## config.mk

```make
export PLATFORM = sky130hd
export DESIGN_NAME = pulse_count_backlight_stepper_top
export DESIGN_NICKNAME = d
export VERILOG_FILES = /design/src/design/pcbs_pkg.sv /design/src/design/pulse_count_backlight_stepper_top.sv
export SDC_FILE = /design/constraint.sdc
export NUM_CORES = 1
export LEC_CHECK = 0
export ABC_AREA = 1
export BUFFER_PORTS_ARGS = -buffer_cell sky130_fd_sc_hd__buf_4
export CAP_MARGIN = 20
export CORE_MARGIN = 2
export CORE_UTILIZATION = 30
export DETAILED_ROUTE_END_ITERATION = 10
export PLACE_DENSITY = 0.45
export SLEW_MARGIN = 40
export SYNTH_ARGS = -nofsm -noshare
export SYNTH_HDL_FRONTEND = slang
export SYNTH_SLANG_ARGS = --single-unit
```

## constraint.sdc

```tcl
create_clock -name clock -period 8.2 [get_ports clock]
set_clock_uncertainty 0.05 [all_clocks]
set_input_delay 0.82 -clock clock [delete_from_list [all_inputs] [get_ports clock]]
set_output_delay 0.82 -clock clock [all_outputs]
set_load 0.005 [all_outputs]
```

## src/design/pcbs_pkg.sv

```systemverilog
// Package for the pulse-count backlight stepper: word types, phase and register codes.
package pcbs_pkg;

   localparam int LevelWidth = 6;
   localparam int TickWidth  = 10;
   localparam int CsrIdxWidth = 3;
   localparam int CsrDataWidth = TickWidth;

   localparam logic [LevelWidth-1:0] MaxLevelReset     = 6'd32;
   localparam logic [LevelWidth-1:0] RestartLevelReset = 6'd16;
   localparam logic [TickWidth-1:0]  UpLowReset        = 10'd10;
   localparam logic [TickWidth-1:0]  UpHighReset       = 10'd3;
   localparam logic [TickWidth-1:0]  DownLowReset      = 10'd200;
   localparam logic [TickWidth-1:0]  DownHighReset     = 10'd30;
   localparam logic [TickWidth-1:0]  OffHoldReset      = 10'd800;
   localparam logic [TickWidth-1:0]  EnableReset       = 10'd5;
   localparam logic [LevelWidth-1:0] LevelReset        = 6'd16;

   typedef enum logic [2:0] {
      PH_IDLE   = 3'd0,
      PH_HOLD   = 3'd1,
      PH_ENABLE = 3'd2,
      PH_UP_LO  = 3'd3,
      PH_UP_HI  = 3'd4,
      PH_DN_LO  = 3'd5,
      PH_DN_HI  = 3'd6
   } phase_type;

   typedef enum logic [CsrIdxWidth-1:0] {
      CSR_MAX_LEVEL     = 3'd0,
      CSR_RESTART_LEVEL = 3'd1,
      CSR_UP_LOW        = 3'd2,
      CSR_UP_HIGH       = 3'd3,
      CSR_DOWN_LOW      = 3'd4,
      CSR_DOWN_HIGH     = 3'd5,
      CSR_OFF_HOLD      = 3'd6,
      CSR_ENABLE        = 3'd7
   } csr_index_type;

   localparam logic MODE_REQUEST = 1'b0;
   localparam logic MODE_TICK    = 1'b1;

   typedef struct packed {
      logic                  mode;
      logic [LevelWidth-1:0] req_level;
      logic                  power_on;
   } req_word_type;

   typedef struct packed {
      logic                  pin_out;
      logic                  busy_res;
      logic [LevelWidth-1:0] level_now;
      logic                  dropped;
   } rsp_word_type;

endpackage

```

## src/design/pulse_count_backlight_stepper_top.sv

```systemverilog
// Top level of the pulse-count backlight stepper: request/tick sequencer with output register.
// The rsp word of an accepted req word is loaded into the output register in the next cycle.
// Throughput: one word per cycle unless stalled; the single state update between the input and
// the output register is the only loop, and the output register frees each cycle it drains.
// req_ready is high whenever the output register is empty or being taken.
// Reset (synchronous, active high) restores register defaults, sets the level to 16,
// the phase to idle, the pin low, and empties the output register.
module pulse_count_backlight_stepper_top (
   input  logic                       clock,
   input  logic                       reset,
   input  logic                       req_valid,
   output logic                       req_ready,
   input  pcbs_pkg::req_word_type     req_word,
   output logic                       rsp_valid,
   input  logic                       rsp_ready,
   output pcbs_pkg::rsp_word_type     rsp_word,
   input  logic                       csr_we,
   input  logic [pcbs_pkg::CsrIdxWidth-1:0]  csr_index,
   input  logic [pcbs_pkg::CsrDataWidth-1:0] csr_wdata
);
   import pcbs_pkg::*;

   // Configuration registers
   logic [LevelWidth-1:0] max_level_ff, restart_level_ff;
   logic [TickWidth-1:0]  up_low_ff, up_high_ff, down_low_ff, down_high_ff;
   logic [TickWidth-1:0]  off_hold_ff, enable_ff;

   // Sequencer state
   phase_type             phase_ff, phase_in;
   logic [LevelWidth-1:0] current_level_ff, current_level_in;
   logic [LevelWidth-1:0] target_level_ff, target_level_in;
   logic [TickWidth-1:0]  countdown_ff, countdown_in;
   logic [LevelWidth-1:0] pulses_left_ff, pulses_left_in;
   logic                  pin_ff, pin_in;
   logic                  dropped;

   // Output register
   logic                  rsp_valid_ff;
   rsp_word_type          rsp_word_ff, rsp_word_in;

   logic                  req_take;
   logic [LevelWidth-1:0] clamped;
   logic [LevelWidth-1:0] pul_target, pul_base, pul_up_cnt, pul_dn_cnt;
   logic                  pul_up, pul_dn;

   // Output register drains and refills in the same cycle
   assign req_ready = !rsp_valid_ff || rsp_ready;
   assign req_take  = req_valid && req_ready;
   assign rsp_valid = rsp_valid_ff;
   assign rsp_word  = rsp_word_ff;

   always_ff @(posedge clock) begin
      if (reset) begin
         max_level_ff     <= MaxLevelReset;
         restart_level_ff <= RestartLevelReset;
         up_low_ff        <= UpLowReset;
         up_high_ff       <= UpHighReset;
         down_low_ff      <= DownLowReset;
         down_high_ff     <= DownHighReset;
         off_hold_ff      <= OffHoldReset;
         enable_ff        <= EnableReset;
      end else if (csr_we) begin
         unique case (csr_index_type'(csr_index))
            CSR_MAX_LEVEL:     max_level_ff     <= csr_wdata[LevelWidth-1:0];
            CSR_RESTART_LEVEL: restart_level_ff <= csr_wdata[LevelWidth-1:0];
            CSR_UP_LOW:        up_low_ff        <= csr_wdata;
            CSR_UP_HIGH:       up_high_ff       <= csr_wdata;
            CSR_DOWN_LOW:      down_low_ff      <= csr_wdata;
            CSR_DOWN_HIGH:     down_high_ff     <= csr_wdata;
            CSR_OFF_HOLD:      off_hold_ff      <= csr_wdata;
            CSR_ENABLE:        enable_ff        <= csr_wdata;
            default: ;
         endcase
      end
   end

   // Request level saturates at max_level
   assign clamped = (req_word.req_level > max_level_ff) ? max_level_ff : req_word.req_level;

   // Pulse train start: from a request it steps current -> clamped, at the end of
   // the enable settle it steps restart_level -> stored target.
   assign pul_target = (req_word.mode == MODE_REQUEST) ? clamped : target_level_ff;
   assign pul_base   = (req_word.mode == MODE_REQUEST) ? current_level_ff : restart_level_ff;
   assign pul_up     = pul_target > pul_base;
   assign pul_dn     = pul_target < pul_base;
   assign pul_up_cnt = pul_target - pul_base;
   assign pul_dn_cnt = pul_base - pul_target;

   // Next state
   always_comb begin
      phase_in         = phase_ff;
      current_level_in = current_level_ff;
      target_level_in  = target_level_ff;
      countdown_in     = countdown_ff;
      pulses_left_in   = pulses_left_ff;
      pin_in           = pin_ff;
      dropped          = 1'b0;

      if (req_word.mode == MODE_TICK) begin
         if (phase_ff != PH_IDLE) begin
            if (countdown_ff <= TickWidth'(1)) begin
               // phase ends on this tick; zero loads behave as one
               countdown_in = '0;
               unique case (phase_ff)
                  PH_HOLD: begin
                     current_level_in = '0;
                     phase_in         = PH_IDLE;
                  end
                  PH_ENABLE: begin
                     current_level_in = restart_level_ff;
                     if (pul_up) begin
                        pulses_left_in = pul_up_cnt;
                        phase_in       = PH_UP_LO;
                        pin_in         = 1'b0;
                        countdown_in   = up_low_ff;
                     end else if (pul_dn) begin
                        pulses_left_in = pul_dn_cnt;
                        phase_in       = PH_DN_LO;
                        pin_in         = 1'b0;
                        countdown_in   = down_low_ff;
                     end else begin
                        pulses_left_in = '0;
                        phase_in       = PH_IDLE;
                     end
                  end
                  PH_UP_LO: begin
                     pin_in       = 1'b1;
                     phase_in     = PH_UP_HI;
                     countdown_in = up_high_ff;
                  end
                  PH_DN_LO: begin
                     pin_in       = 1'b1;
                     phase_in     = PH_DN_HI;
                     countdown_in = down_high_ff;
                  end
                  PH_UP_HI, PH_DN_HI: begin
                     if (phase_ff == PH_UP_HI) begin
                        current_level_in = current_level_ff + LevelWidth'(1);
                     end else begin
                        current_level_in = current_level_ff - LevelWidth'(1);
                     end
                     pulses_left_in   = pulses_left_ff - LevelWidth'(1);
                     if (pulses_left_in == '0) begin
                        phase_in = PH_IDLE;
                     end else if (phase_ff == PH_UP_HI) begin
                        pin_in       = 1'b0;
                        phase_in     = PH_UP_LO;
                        countdown_in = up_low_ff;
                     end else begin
                        pin_in       = 1'b0;
                        phase_in     = PH_DN_LO;
                        countdown_in = down_low_ff;
                     end
                  end
                  default: phase_in = PH_IDLE;
               endcase
            end else begin
               countdown_in = countdown_ff - TickWidth'(1);
            end
         end
      end else if (phase_ff != PH_IDLE) begin
         dropped = 1'b1;
      end else if (!req_word.power_on) begin
         pin_in = 1'b0;
      end else begin
         target_level_in = clamped;
         if (clamped == '0) begin
            pin_in       = 1'b0;
            phase_in     = PH_HOLD;
            countdown_in = off_hold_ff;
         end else if (current_level_ff == '0) begin
            pin_in       = 1'b1;
            phase_in     = PH_ENABLE;
            countdown_in = enable_ff;
         end else if (pul_up) begin
            pulses_left_in = pul_up_cnt;
            phase_in       = PH_UP_LO;
            pin_in         = 1'b0;
            countdown_in   = up_low_ff;
         end else if (pul_dn) begin
            pulses_left_in = pul_dn_cnt;
            phase_in       = PH_DN_LO;
            pin_in         = 1'b0;
            countdown_in   = down_low_ff;
         end else begin
            pulses_left_in = '0;
         end
      end
   end

   // Result word reflects the state after this word
   always_comb begin
      rsp_word_in.pin_out   = pin_in;
      rsp_word_in.busy_res  = (phase_in != PH_IDLE);
      rsp_word_in.level_now = current_level_in;
      rsp_word_in.dropped   = dropped;
   end

   always_ff @(posedge clock) begin
      if (reset) begin
         phase_ff         <= PH_IDLE;
         current_level_ff <= LevelReset;
         target_level_ff  <= LevelReset;
         countdown_ff     <= '0;
         pulses_left_ff   <= '0;
         pin_ff           <= 1'b0;
      end else if (req_take) begin
         phase_ff         <= phase_in;
         current_level_ff <= current_level_in;
         target_level_ff  <= target_level_in;
         countdown_ff     <= countdown_in;
         pulses_left_ff   <= pulses_left_in;
         pin_ff           <= pin_in;
      end
   end

   always_ff @(posedge clock) begin
      if (reset) begin
         rsp_valid_ff <= 1'b0;
      end else if (req_take) begin
         rsp_valid_ff <= 1'b1;
      end else if (rsp_ready) begin
         rsp_valid_ff <= 1'b0;
      end
   end

   // payload register, no reset
   always_ff @(posedge clock) begin
      if (req_take) begin
         rsp_word_ff <= rsp_word_in;
      end
   end

endmodule

```

# After elaboration in Yosys (flattened, before gate mapping)
# Index checks and enable logic that the tools add are counted.
[op_classes] n_addsub=6 n_lt_le_gt_ge=4 n_eq_ne=19 mux=60 bitwise=2 reduce_logical=25
[ops] op="two-way mux 10 bit" n=13
[ops] op="two-way mux 6 bit" n=16
[ops] op="one-hot mux 10 bit (4 select lines)" n=1
[ops] op="two-way mux 3 bit" n=13
[ops] op="== test 3 bit (second input constant)" n=7
[ops] op="logical NOT 6 bit" n=3
[ops] op="one-hot mux 6 bit (3 select lines)" n=1
[ops] op="AND reduction 2 bit" n=8
[ops] op="two-way mux 1 bit" n=13
[ops] op="== test 3 x 2 -> 1 bit (second input constant)" n=4
[ops] op="> comparator 6 bit" n=2
[ops] op="one-hot mux 3 bit (4 select lines)" n=1
[ops] op="one-hot mux 6 bit (2 select lines)" n=1
[ops] op="subtractor 6 x 1 -> 6 bit (second input constant)" n=2
[ops] op="subtractor 6 bit" n=2
[ops] op="<= comparator 10 x 1 -> 1 bit (second input constant)" n=1
[ops] op="subtractor 10 x 1 -> 10 bit (second input constant)" n=1
[ops] op="AND reduction 8 bit" n=1
[ops] op="adder 6 x 1 -> 6 bit (second input constant)" n=1
[ops] op="== test 3 x 1 -> 1 bit (second input constant)" n=2
[ops] op="< comparator 6 bit" n=1
[ops] op="inequality test 2 bit (second input constant)" n=3
[ops] op="nonzero test 3 bit" n=2
[ops] op="AND reduction 5 bit" n=1
[ops] op="12 further kinds" n=16
[word_totals] regBits=114 in_bits=26 output_inout_bits=11 word_cells=135

# Longest topological paths before layout
# Gate-level depths: netlist (run 1).
[logic_depth] ltp_word=12 ltp_mapped=28 mapped_depth_nobuf=27

# Worst setup path before layout (run 1)
# OpenSTA, ideal clock, no wires.
[synth_timing] kind="input to register" startpoint="input port req_word[6] (netlist bit)" endpoint="register countdown_ff[5]" setup_ns=0.139 arrival_time_ns=3.557 t_required_ns=8.011 path_slack_ns=4.454 stages=25 path_buffers=2 cell_sequence="ha_1 -> nand2_2 -> inv_1 -> nand2_1 -> nand3_2 -> buf_6 -> nand3_2 -> nand2_1 -> o21ai_0 -> ha_1 -> inv_1 -> fa_1 -> nand3_1 -> nand3_2 -> nand2_2 -> inv_2 -> buf_4 -> o21ai_1 -> nand2_1 -> nand2_1 -> nand2_1 -> nand3_1 -> nand2_1 -> nand2_1 -> a21oi_2"
[synth_via] elab_chain_cells=10 word_cells_on_any_way=19 classes_between="3 x order compare; 13 x mux; 3 x reduce/logical"
[synth_lines] item="from (decl)" line="pulse_count_backlight_stepper_top.sv:13" rtl="input pcbs_pkg::req_word_type req_word,"
[synth_lines] item="> comparator 6 bit" line="pulse_count_backlight_stepper_top.sv:78" rtl="assign clamped = (req_word.req_level > max_level_ff) ? max_level_ff : req_word.req_level;"
[synth_lines] item="two-way mux 6 bit (*)" line="pulse_count_backlight_stepper_top.sv:78"
[synth_lines] item="two-way mux 6 bit" line="pulse_count_backlight_stepper_top.sv:82" rtl="assign pul_target = (req_word.mode == MODE_REQUEST) ? clamped : target_level_ff;"
[synth_lines] item="< comparator 6 bit or > comparator 6 bit (tied branches)" line="pulse_count_backlight_stepper_top.sv:85, pulse_count_backlight_stepper_top.sv:84"
[synth_lines] item="two-way mux 10 bit, on equally long branches" line="pulse_count_backlight_stepper_top.sv:116, pulse_count_backlight_stepper_top.sv:175"
[synth_lines] item="two-way mux 10 bit, on equally long branches" line="pulse_count_backlight_stepper_top.sv:111, pulse_count_backlight_stepper_top.sv:171"
[synth_lines] item="one-hot mux 10 bit (4 select lines) or two-way mux 10 bit (tied branches)" line="pulse_count_backlight_stepper_top.sv:104, pulse_count_backlight_stepper_top.sv:167"
[synth_lines] item="two-way mux 10 bit, on equally long branches" line="pulse_count_backlight_stepper_top.sv:101, pulse_count_backlight_stepper_top.sv:163"
[synth_lines] item="two-way mux 10 bit, on equally long branches" line="pulse_count_backlight_stepper_top.sv:100, pulse_count_backlight_stepper_top.sv:161"
[synth_lines] item="two-way mux 10 bit" line="pulse_count_backlight_stepper_top.sv:99" rtl="if (req_word.mode == MODE_TICK) begin"
[synth_lines] item="to (signal assigned)" line="pulse_count_backlight_stepper_top.sv:211" rtl="countdown_ff <= countdown_in;"
[synth_lines] item="to (decl)" line="pulse_count_backlight_stepper_top.sv:32" rtl="logic [TickWidth-1:0] countdown_ff, countdown_in;"
# Mark *: on every way between the ends. The rest lies on a longest branch, timed or not. The select of a mux whose other input is x is not followed.
# A chain may end at the register's enable or synchronous reset.

# Final worst setup path (run 1)
[layout_timing] startpoint="input port req_word[6] (netlist bit)" endpoint="register countdown_ff[0]"
# Same word-level chain as after synthesis.

==> impl_results.md, run 1 <==
* Slowest stage delay, CP at 0.68 ns
* Vias in the first global route at 6,679
* Switch Pwr at 730 µW
* Worst-skew pair later-pin latency at 0.42 ns
* Tot Pwr at 1950 µW
* Pin count of the biggest net entering global routing at 71
* Max cap viols at 0
* Period minus WS final at 5.02 ns
* Peak Freq at 199 MHz
* Vias per inst at 4.82
* Drt drc at 0
* Lkg Pwr at 0.00388 µW
* Initial Utilization at 30.5%
* Min-Delay Path Depth at 2
* Sequential share of the synthesized area at 32.1%
* Share of layout cells above drive strength 1 at 11.1%
* Final-report hold violation count at 0
* IO Port Bufs at 36
* Remaining antenna violation count at 0
* Worst path most repeated cell: nand2_1
* FF-to-FF Start: max_level_ff[5]
* Total GRT Usage at 18.6%
* Synthesized Nets at 1,186
* Ports at 37
* WHS Endpoint: down_high_ff[0]
* CTS H-tree depth at 4
* Fin util at 34.7%
* Die Wd at 161 µm
* Sum Neg Setup Slack at 0 ns
* Async SR Flop Fraction at 0%
* Worst-Margin Slew at 0.851 ns
* Comb pwr share at 30.6%
* Wirelength per Cell at 16.0 µm
* Crit path max fanout at 15
* Yosys warning total at 0
* Internal power at 1220 µW
* Slew HR at 43.3%
* Avg Cell Area, Syn at 6.54 µm²
* 1st-pass router iterations at 5
* N_diodes at 0
* Cells after Synth at 1,131
* Worst min path class: reg2reg
* CP Class: in2reg
* Switching Fraction at 37.5%
* Via count at 7,112
* Slew Limit Fails at 0
* DR iter-0 viols at 465
* Clock share of power at 37.6%
* RSZ-0062 raised after global routing: false
* Most common cell after layout, fill and taps aside: nand2_1
* Antenna violations before repair at 0
* Root buf cell: clkbuf_16
* Max clock buf depth at 2
* Core area at 0.0242 mm²
* Clock buffer count from CTS at 17
* Crit-path cells: buf_4 > ha_1 > nand2_2 > nor2_4 > nand2_1 > nand3_2 > nand2_4 > nand2_1 > nand2_1 > inv_1 > o21ai_0 > ha_1 > a21oi_1 > nand3_2 > nand2_2 > inv_2 > o21ai_0 > nand2_1 > nand2_1 > nand2_1 > nand3_1 > nand2_1 > nand2_1 > a21oi_1
* Hold-fix buffers, CTS at 0
* Worst R2R End: countdown_ff[0]
* Final setup viols at 0
* Hold path startpoint: down_high_ff[0]
* Post-synth EDFFs at 9
* WL final at 23.6 mm
* Total Nets Final at 1,195
* First-pass GRT wire length at 37.6 mm
* Setup bufs post-CTS at 0
* Yosys reg bits at 114
* Total grt overflow at 0
* Peak supply drop at 0.000123 V
* Die Y at 161 µm
* Clock tree sinks at 114
* Die area at 0.0259 mm²
* Status: completed
* CP Capture Type: flip-flop
* Final Cycle Share at 61.2%
* RD Place Congestion at 0.869
* Worst EP required at 8.44 ns
* PwrDens at 232 mW/mm²
* Netlist Area Pre-Place at 0.00740 mm²
* Clock Pin Slew Worst Setup and Hold Paths at 0.06 ns
* Resize count post-CTS at 0
* Synth Flop Type: dfxtp_1
* Startpoint types: input pin
* Post-DP HPWL at 17.3 mm
* CTS tree: built
* Worst Path Arrival at 5.26 ns
* Most frequent cells in the layout: 276 x nand2_1, 160 x inv_1, 105 x dfxtp_1, 104 x nand3_1, 101 x o21ai_0
* Distinct cells, synth at 42
* Layout area overhead at 13.7%
* Part of the power in registers at 31.9%
* R2R setup slack at 3.32 ns
* Cell at the slowest stage of the critical path: a21oi_1
* Register-to-Register Path Depth at 24
* Filler cells at 2,711
* Standard-cell rows at 57
==> critical path, delay by kind of cell <==
kind / cells / cell delay (ns)
adder cells (fa/ha/maj): 2 / 0.62
buffers and inverters: 3 / 0.41
AO/OA/AOI/OAI: 4 / 1.16
AND/OR/NAND/NOR: 15 / 2.26
==> worst max path at each step <==
stage                            from              end  slack, ns  depth (start not counted)
final                     req_word[6]  countdown_ff[0]       3.18                         24
after global routing      req_word[6]  countdown_ff[0]       2.80                         24
after CTS                 req_word[6]  countdown_ff[0]       3.18                         24
after detailed placement  req_word[6]  countdown_ff[0]       2.76                         24
after global placement    req_word[6]  countdown_ff[0]       2.93                         24
after floorplan           req_word[6]  countdown_ff[5]       4.45                         25
==> layer usage <==
| metal | wire, µm | track usage (%) | share of wire (%) | vias up |
|---|---|---|---|---|
| met2 | 10200 | 28.4 | 43 | 172 |
| met1 | 11800 | 26.5 | 50 | 3203 |
| li1 | - | - | - | 3700 |
| met5 | 0 | 0 | 0 | - |
| met4 | 506 | 6.21 | 2.1 | 0 |
| met3 | 1140 | 3.49 | 4.8 | 37 |
==> cell type report <==
class / instances / area [µm²] / share of cell area, %
clock buffer: 17 / 425 / 5.06
timing repair buffer: 39 / 297 / 3.53
sequential: 114 / 2370 / 28.2
tap: 324 / 405 / 4.82
clock inverter: 15 / 149 / 1.77
multi-input combinational: 798 / 4120 / 49.0
inverter: 170 / 642 / 7.63
==> registers in the layout, indices dropped and copies added, names as in the netlist, 9 cells and up <==
name,count
up_low_ff,10
off_hold_ff,10
down_high_ff,10
countdown_ff,10
enable_ff,10
rsp_word,9
up_high_ff,10
down_low_ff,10
==> power by group through the flow <==
stage	Clock [µW]	Sequential, µW	Combinational, µW
3_5_place_dp	0	632	595
6_report	731	620	596
5_1_grt	775	624	680
2_1_floorplan	0	626	449
4_1_cts	747	620	599
3_3_place_gp	0	632	597
==> stage by stage <==
step                      area, µm²  worst slack [ns]  hold slack (ns)  std cells
after CTS                      8410              3.18            0.405       1477
after floorplan                7400              4.45            0.380       1131
after global placement         7830              2.93            0.390       1444
after detailed placement       7840              2.76            0.394       1445
after global routing           8410              2.80            0.419       1477
final                          8410              3.18            0.404       1477
==> cell families after synthesis <==
| logic type | count (synthesis) | synth area share, % |
|---|---|---|
| compound gates | 247 | 18.3 |
| xor+xnor | 10 | 1.18 |
| fa+ha+maj | 29 | 5.21 |
| buf+inv | 219 | 12.2 |
| flops | 114 | 32.1 |
| simple gates | 512 | 31.0 |
==> cells in the mapped netlist, drive strengths merged (15+ instances only) <==
| library cell | instances | area (µm²) |
|---|---|---|
| nand4 | 18 | 113 |
| o211ai | 15 | 113 |
| clkbuf | 27 | 101 |
| nand2 | 289 | 1130 |
| inv | 166 | 626 |
| o21ai | 112 | 561 |
| nand3 | 114 | 628 |
| buf | 22 | 160 |
| ha | 26 | 325 |
| dfxtp | 105 | 2100 |
| nor2 | 81 | 344 |
| a21oi | 100 | 542 |
No activity file was read; power rests on OpenSTA's default activity.
==> run 2: changes to the inputs <==
- ABC_AREA: 1 -> 0
- clock period: 8.2 -> 4.8 ns (I/O delays scaled with it)
==> run 2 against run 1 <==
Worst setup slack lost 2.8 ns. Clock power grew 74%. Combinational power grew 71%. Routed wire length shrank 5.1%. Sequential share of layout area grew 0.95 points. Via count shrank 9.2%. First-iteration DRC count shrank 3.2%. Largest cell class unchanged. Total power grew 73%. Hold slack lost 0.14 ns. Die area shrank 5.8%. Sequential cell count is the same. Highest routed layer unchanged.
==> impl_results.md, run 2 <==
* Status: completed
* Total Nets Final at 967 (-19%)
* Antenna violations before repair at 0 (unchanged)
* Core area at 0.0227 mm² (-6.3%)
* Synth Area in Simple Gates at 23.9% (-7.1 points)
* Max cap viols at 0 (unchanged)
* RSZ-0062 raised after global routing: false
* Worst Path Arrival at 4.76 ns (-0.50 ns)
* Slew HR at 46.1% (+2.8 points)
* Synth area leader: dfxtp_1
* Max clock buf depth at 2 (unchanged)
* Via count at 6,459 (-9.2%)
* Lkg Pwr at 0.00306 µW (-21%)
* Standard-cell rows at 55 (-3.5%)
* Post-synth top cells: 161 x nand2_1, 105 x dfxtp_1, 80 x nor2_1
* Distinct cells, synth at 68 (+62%)
* Fin util at 35.8% (+1.1 points)
* Startpoint types: flip-flop
* Synth Flop Type: dfxtp_1
* Sequential share of the synthesized area at 34.1% (+2.0 points)
* First-pass GRT wire length at 35.7 mm (-4.8%)
* Clock buffer count from CTS at 17 (unchanged)
* Post-synth EDFFs at 9 (unchanged)
* Share of layout cells above drive strength 1 at 12.5% (+1.4 points)
* Post-Place Setup Slack at 0.0515 ns (-2.71 ns)
* Die Y at 156 µm (-2.9%)
* Final setup viols at 0 (unchanged)
* Crit path max fanout at 9 (-6)
* Cells after Synth at 893 (-21%)
* CTS tree: built
* CTS H-tree depth at 4 (unchanged)
* Async SR Flop Fraction at 0% (unchanged)
* IO Port Bufs at 36 (unchanged)
* Crit-path cells: inv_1 > ha_1 > a211oi_1 > nor2_1 > o32ai_4 > mux2_2 > mux2i_1 > ha_1 > inv_1 > fa_1 > a211o_1 > and2_1 > o21ai_1 > or4_4 > nor3b_2 > a32o_1
* CP Class: reg2reg
* Comb pwr share at 30.3% (-0.3 points)
* Part of the power in registers at 32.1% (+0.2 points)
* Share of the synthesized area in the top cell type at 30.2% (+1.8 points)
* Drt drc at 0 (unchanged)
* Post-DP HPWL at 16.1 mm (-6.9%)
* Worst-skew pair later-pin latency at 0.42 ns (about the same)
* Switching Fraction at 34.8% (-2.7 points)
* N_diodes at 0 (unchanged)
* Total grt overflow at 0 (unchanged)
* Switch Pwr at 1170 µW (+61%)
* Layout area overhead at 17.0%
* Die area at 0.0244 mm² (-5.8%)
* Final Cycle Share at 92.8%
* Worst-Margin Slew at 0.808 ns (-0.0427 ns)
* Synth Area in Compound Gates at 22.9% (+4.6 points)
* Peak Freq at 224 MHz
* Initial Utilization at 30.6% (+0.14 points)
* Synthesized Nets at 948 (-20%)
* Worst min path class: in2reg
* Sum Neg Setup Slack at 0 ns (unchanged)
* Adder-Cell Fraction of Synth Area at 5.54% (+0.33 points)
* Clock tree sinks at 114 (unchanged)
* Main combinational cell family by area after synthesis: simple AND/OR/NAND/NOR gates
* Slew Limit Fails at 0 (unchanged)
* Peak supply drop at 0.000276 V (+130%)
* WL final at 22.4 mm (-5.1%)
* CP Capture Type: flip-flop
* Worst setup margin at 0.345 ns (-2.84 ns)
* Vias per inst at 5.34 (+11%)
* Most common cell after layout, fill and taps aside: nand2_1
* Top cells by area, synth: dfxtp_1 30%, nand2_1 8.7%, a21oi_1 5.5%
* Mux share of post-synthesis cell area at 6.98% (+7.0 points)
* Vias in the first global route at 6,195 (-7.2%)
* Cell at the slowest stage of the critical path: nor3b_2
* Most frequent cells in the layout: 161 x nand2_1, 105 x dfxtp_1, 77 x nor2_1, 76 x a21oi_1, 57 x buf_4
* Period minus WS final at 4.46 ns
* Total GRT Usage at 18.9% (+0.26 points)
* DR iter-0 viols at 450 (-3.2%)
* XOR/XNOR Fraction of Synth Area at 1.26% (+0.075 points)
* Hold-fix buffers, CTS at 0 (unchanged)
* PwrDens at 414 mW/mm² (+79%)
* Final-report hold violation count at 0 (unchanged)
* RD Place Congestion at 0.861 (-0.90%)
* Die Wd at 156 µm (-2.9%)
* Netlist Area Pre-Place at 0.00696 mm² (-5.9%)
* Wirelength per Cell at 18.5 µm (+16%)
* 1st-pass router iterations at 5 (unchanged)
* Slowest stage delay, CP at 0.57 ns (-0.11 ns)
* Filler cells at 2,431 (-10%)
* Worst EP required at 5.11 ns (-3.33 ns)
* Internal power at 2200 µW (+81%)
* Ports at 37 (unchanged)
* Avg Cell Area, Syn at 7.79 µm² (+19%)
* Pin count of the biggest net entering global routing at 78 (+9.9%)
* Remaining antenna violation count at 0 (unchanged)
* Clock share of power at 37.6% (about the same)
* Yosys reg bits at 114 (unchanged)
* Most frequent cell after synthesis: nand2_1
* Clock Pin Slew Worst Setup and Hold Paths at 0.06 ns (about the same)
* Root buf cell: clkbuf_16
* Yosys warning total at 0 (unchanged)
-- run 2: kinds of logic (layout without fill, tap and decap cells) --
logic type                 Yosys count  in the layout
xor gates and xnor gates            10             10
DFF                                114            114
muxes                               47             47
adders and majority gates           29             29
AOI/OAI and AO/OA                  236            236
buffers and inverters               97            129
and+or+nand+nor                    360            360
-- run 2: metrics by stage --
stage | area (µm²) | hold slack [ns] | cells | power, µW
detailed placement | 7550 | 0.397 | 1178 | 2120
global route | 8140 | 0.265 | 1210 | 3550
global placement | 7540 | 0.392 | 1178 | 2120
finish | 8140 | 0.266 | 1210 | 3370
floorplan | 6960 | 0.386 | 893 | 1800
CTS | 8140 | 0.255 | 1210 | 3390
-- run 2: power groups by stage --
stage               combinational [µW]  clock (µW)  sequential [µW]
floorplan                          725           0             1080
global placement                  1020           0             1100
detailed placement                1010           0             1100
CTS                               1020        1290             1080
global route                      1130        1330             1090
finish                            1020        1270             1080
-- run 2: path summary, 6_finish.rpt --
path              startpoint              end  slack (ns)  depth (start not counted)
max          max_level_ff[3]  countdown_ff[3]        0.34                         16
min                req_valid        rsp_valid        0.27                          3
max reg2reg  max_level_ff[3]  countdown_ff[3]        0.34                         16
min reg2reg    up_high_ff[3]    up_high_ff[3]        0.40                          2
-- run 2: repair_timing --
item	4_1_cts	5_1_grt
setup buffers	0	0
setup endpoints to repair	0	1
gates resized for setup	0	1
-- run 2: area by class of cell --
class / count / area, µm² / area share [%]
clock buffers: 22 / 485 / 5.96
inverters: 39 / 146 / 1.80
flip-flops and latches: 114 / 2370 / 29.1
clock inverters: 10 / 98.8 / 1.21
multi-input cells: 682 / 4230 / 52.0
repair buffers: 58 / 448 / 5.50
well taps: 285 / 357 / 4.38
-- run 2: critical path, delay by kind of cell (launching register included) --
kind            cells  cell delay, ns
fa+ha+maj           3            0.88
compound gates      5            1.34
mux                 2            0.58
flops               1            0.34
buf+inv             2            0.12
simple gates        4            1.07
-- run 2: per-layer routing --
layer  vias to the layer above  share of wire, %  GRT usage [%]
met5                         -                 0              0
met4                         0               1.6           5.20
met3                        24               3.4           2.63
met2                       146                43           28.8
met1                      3071                52           27.7
li1                       3218                 -              -
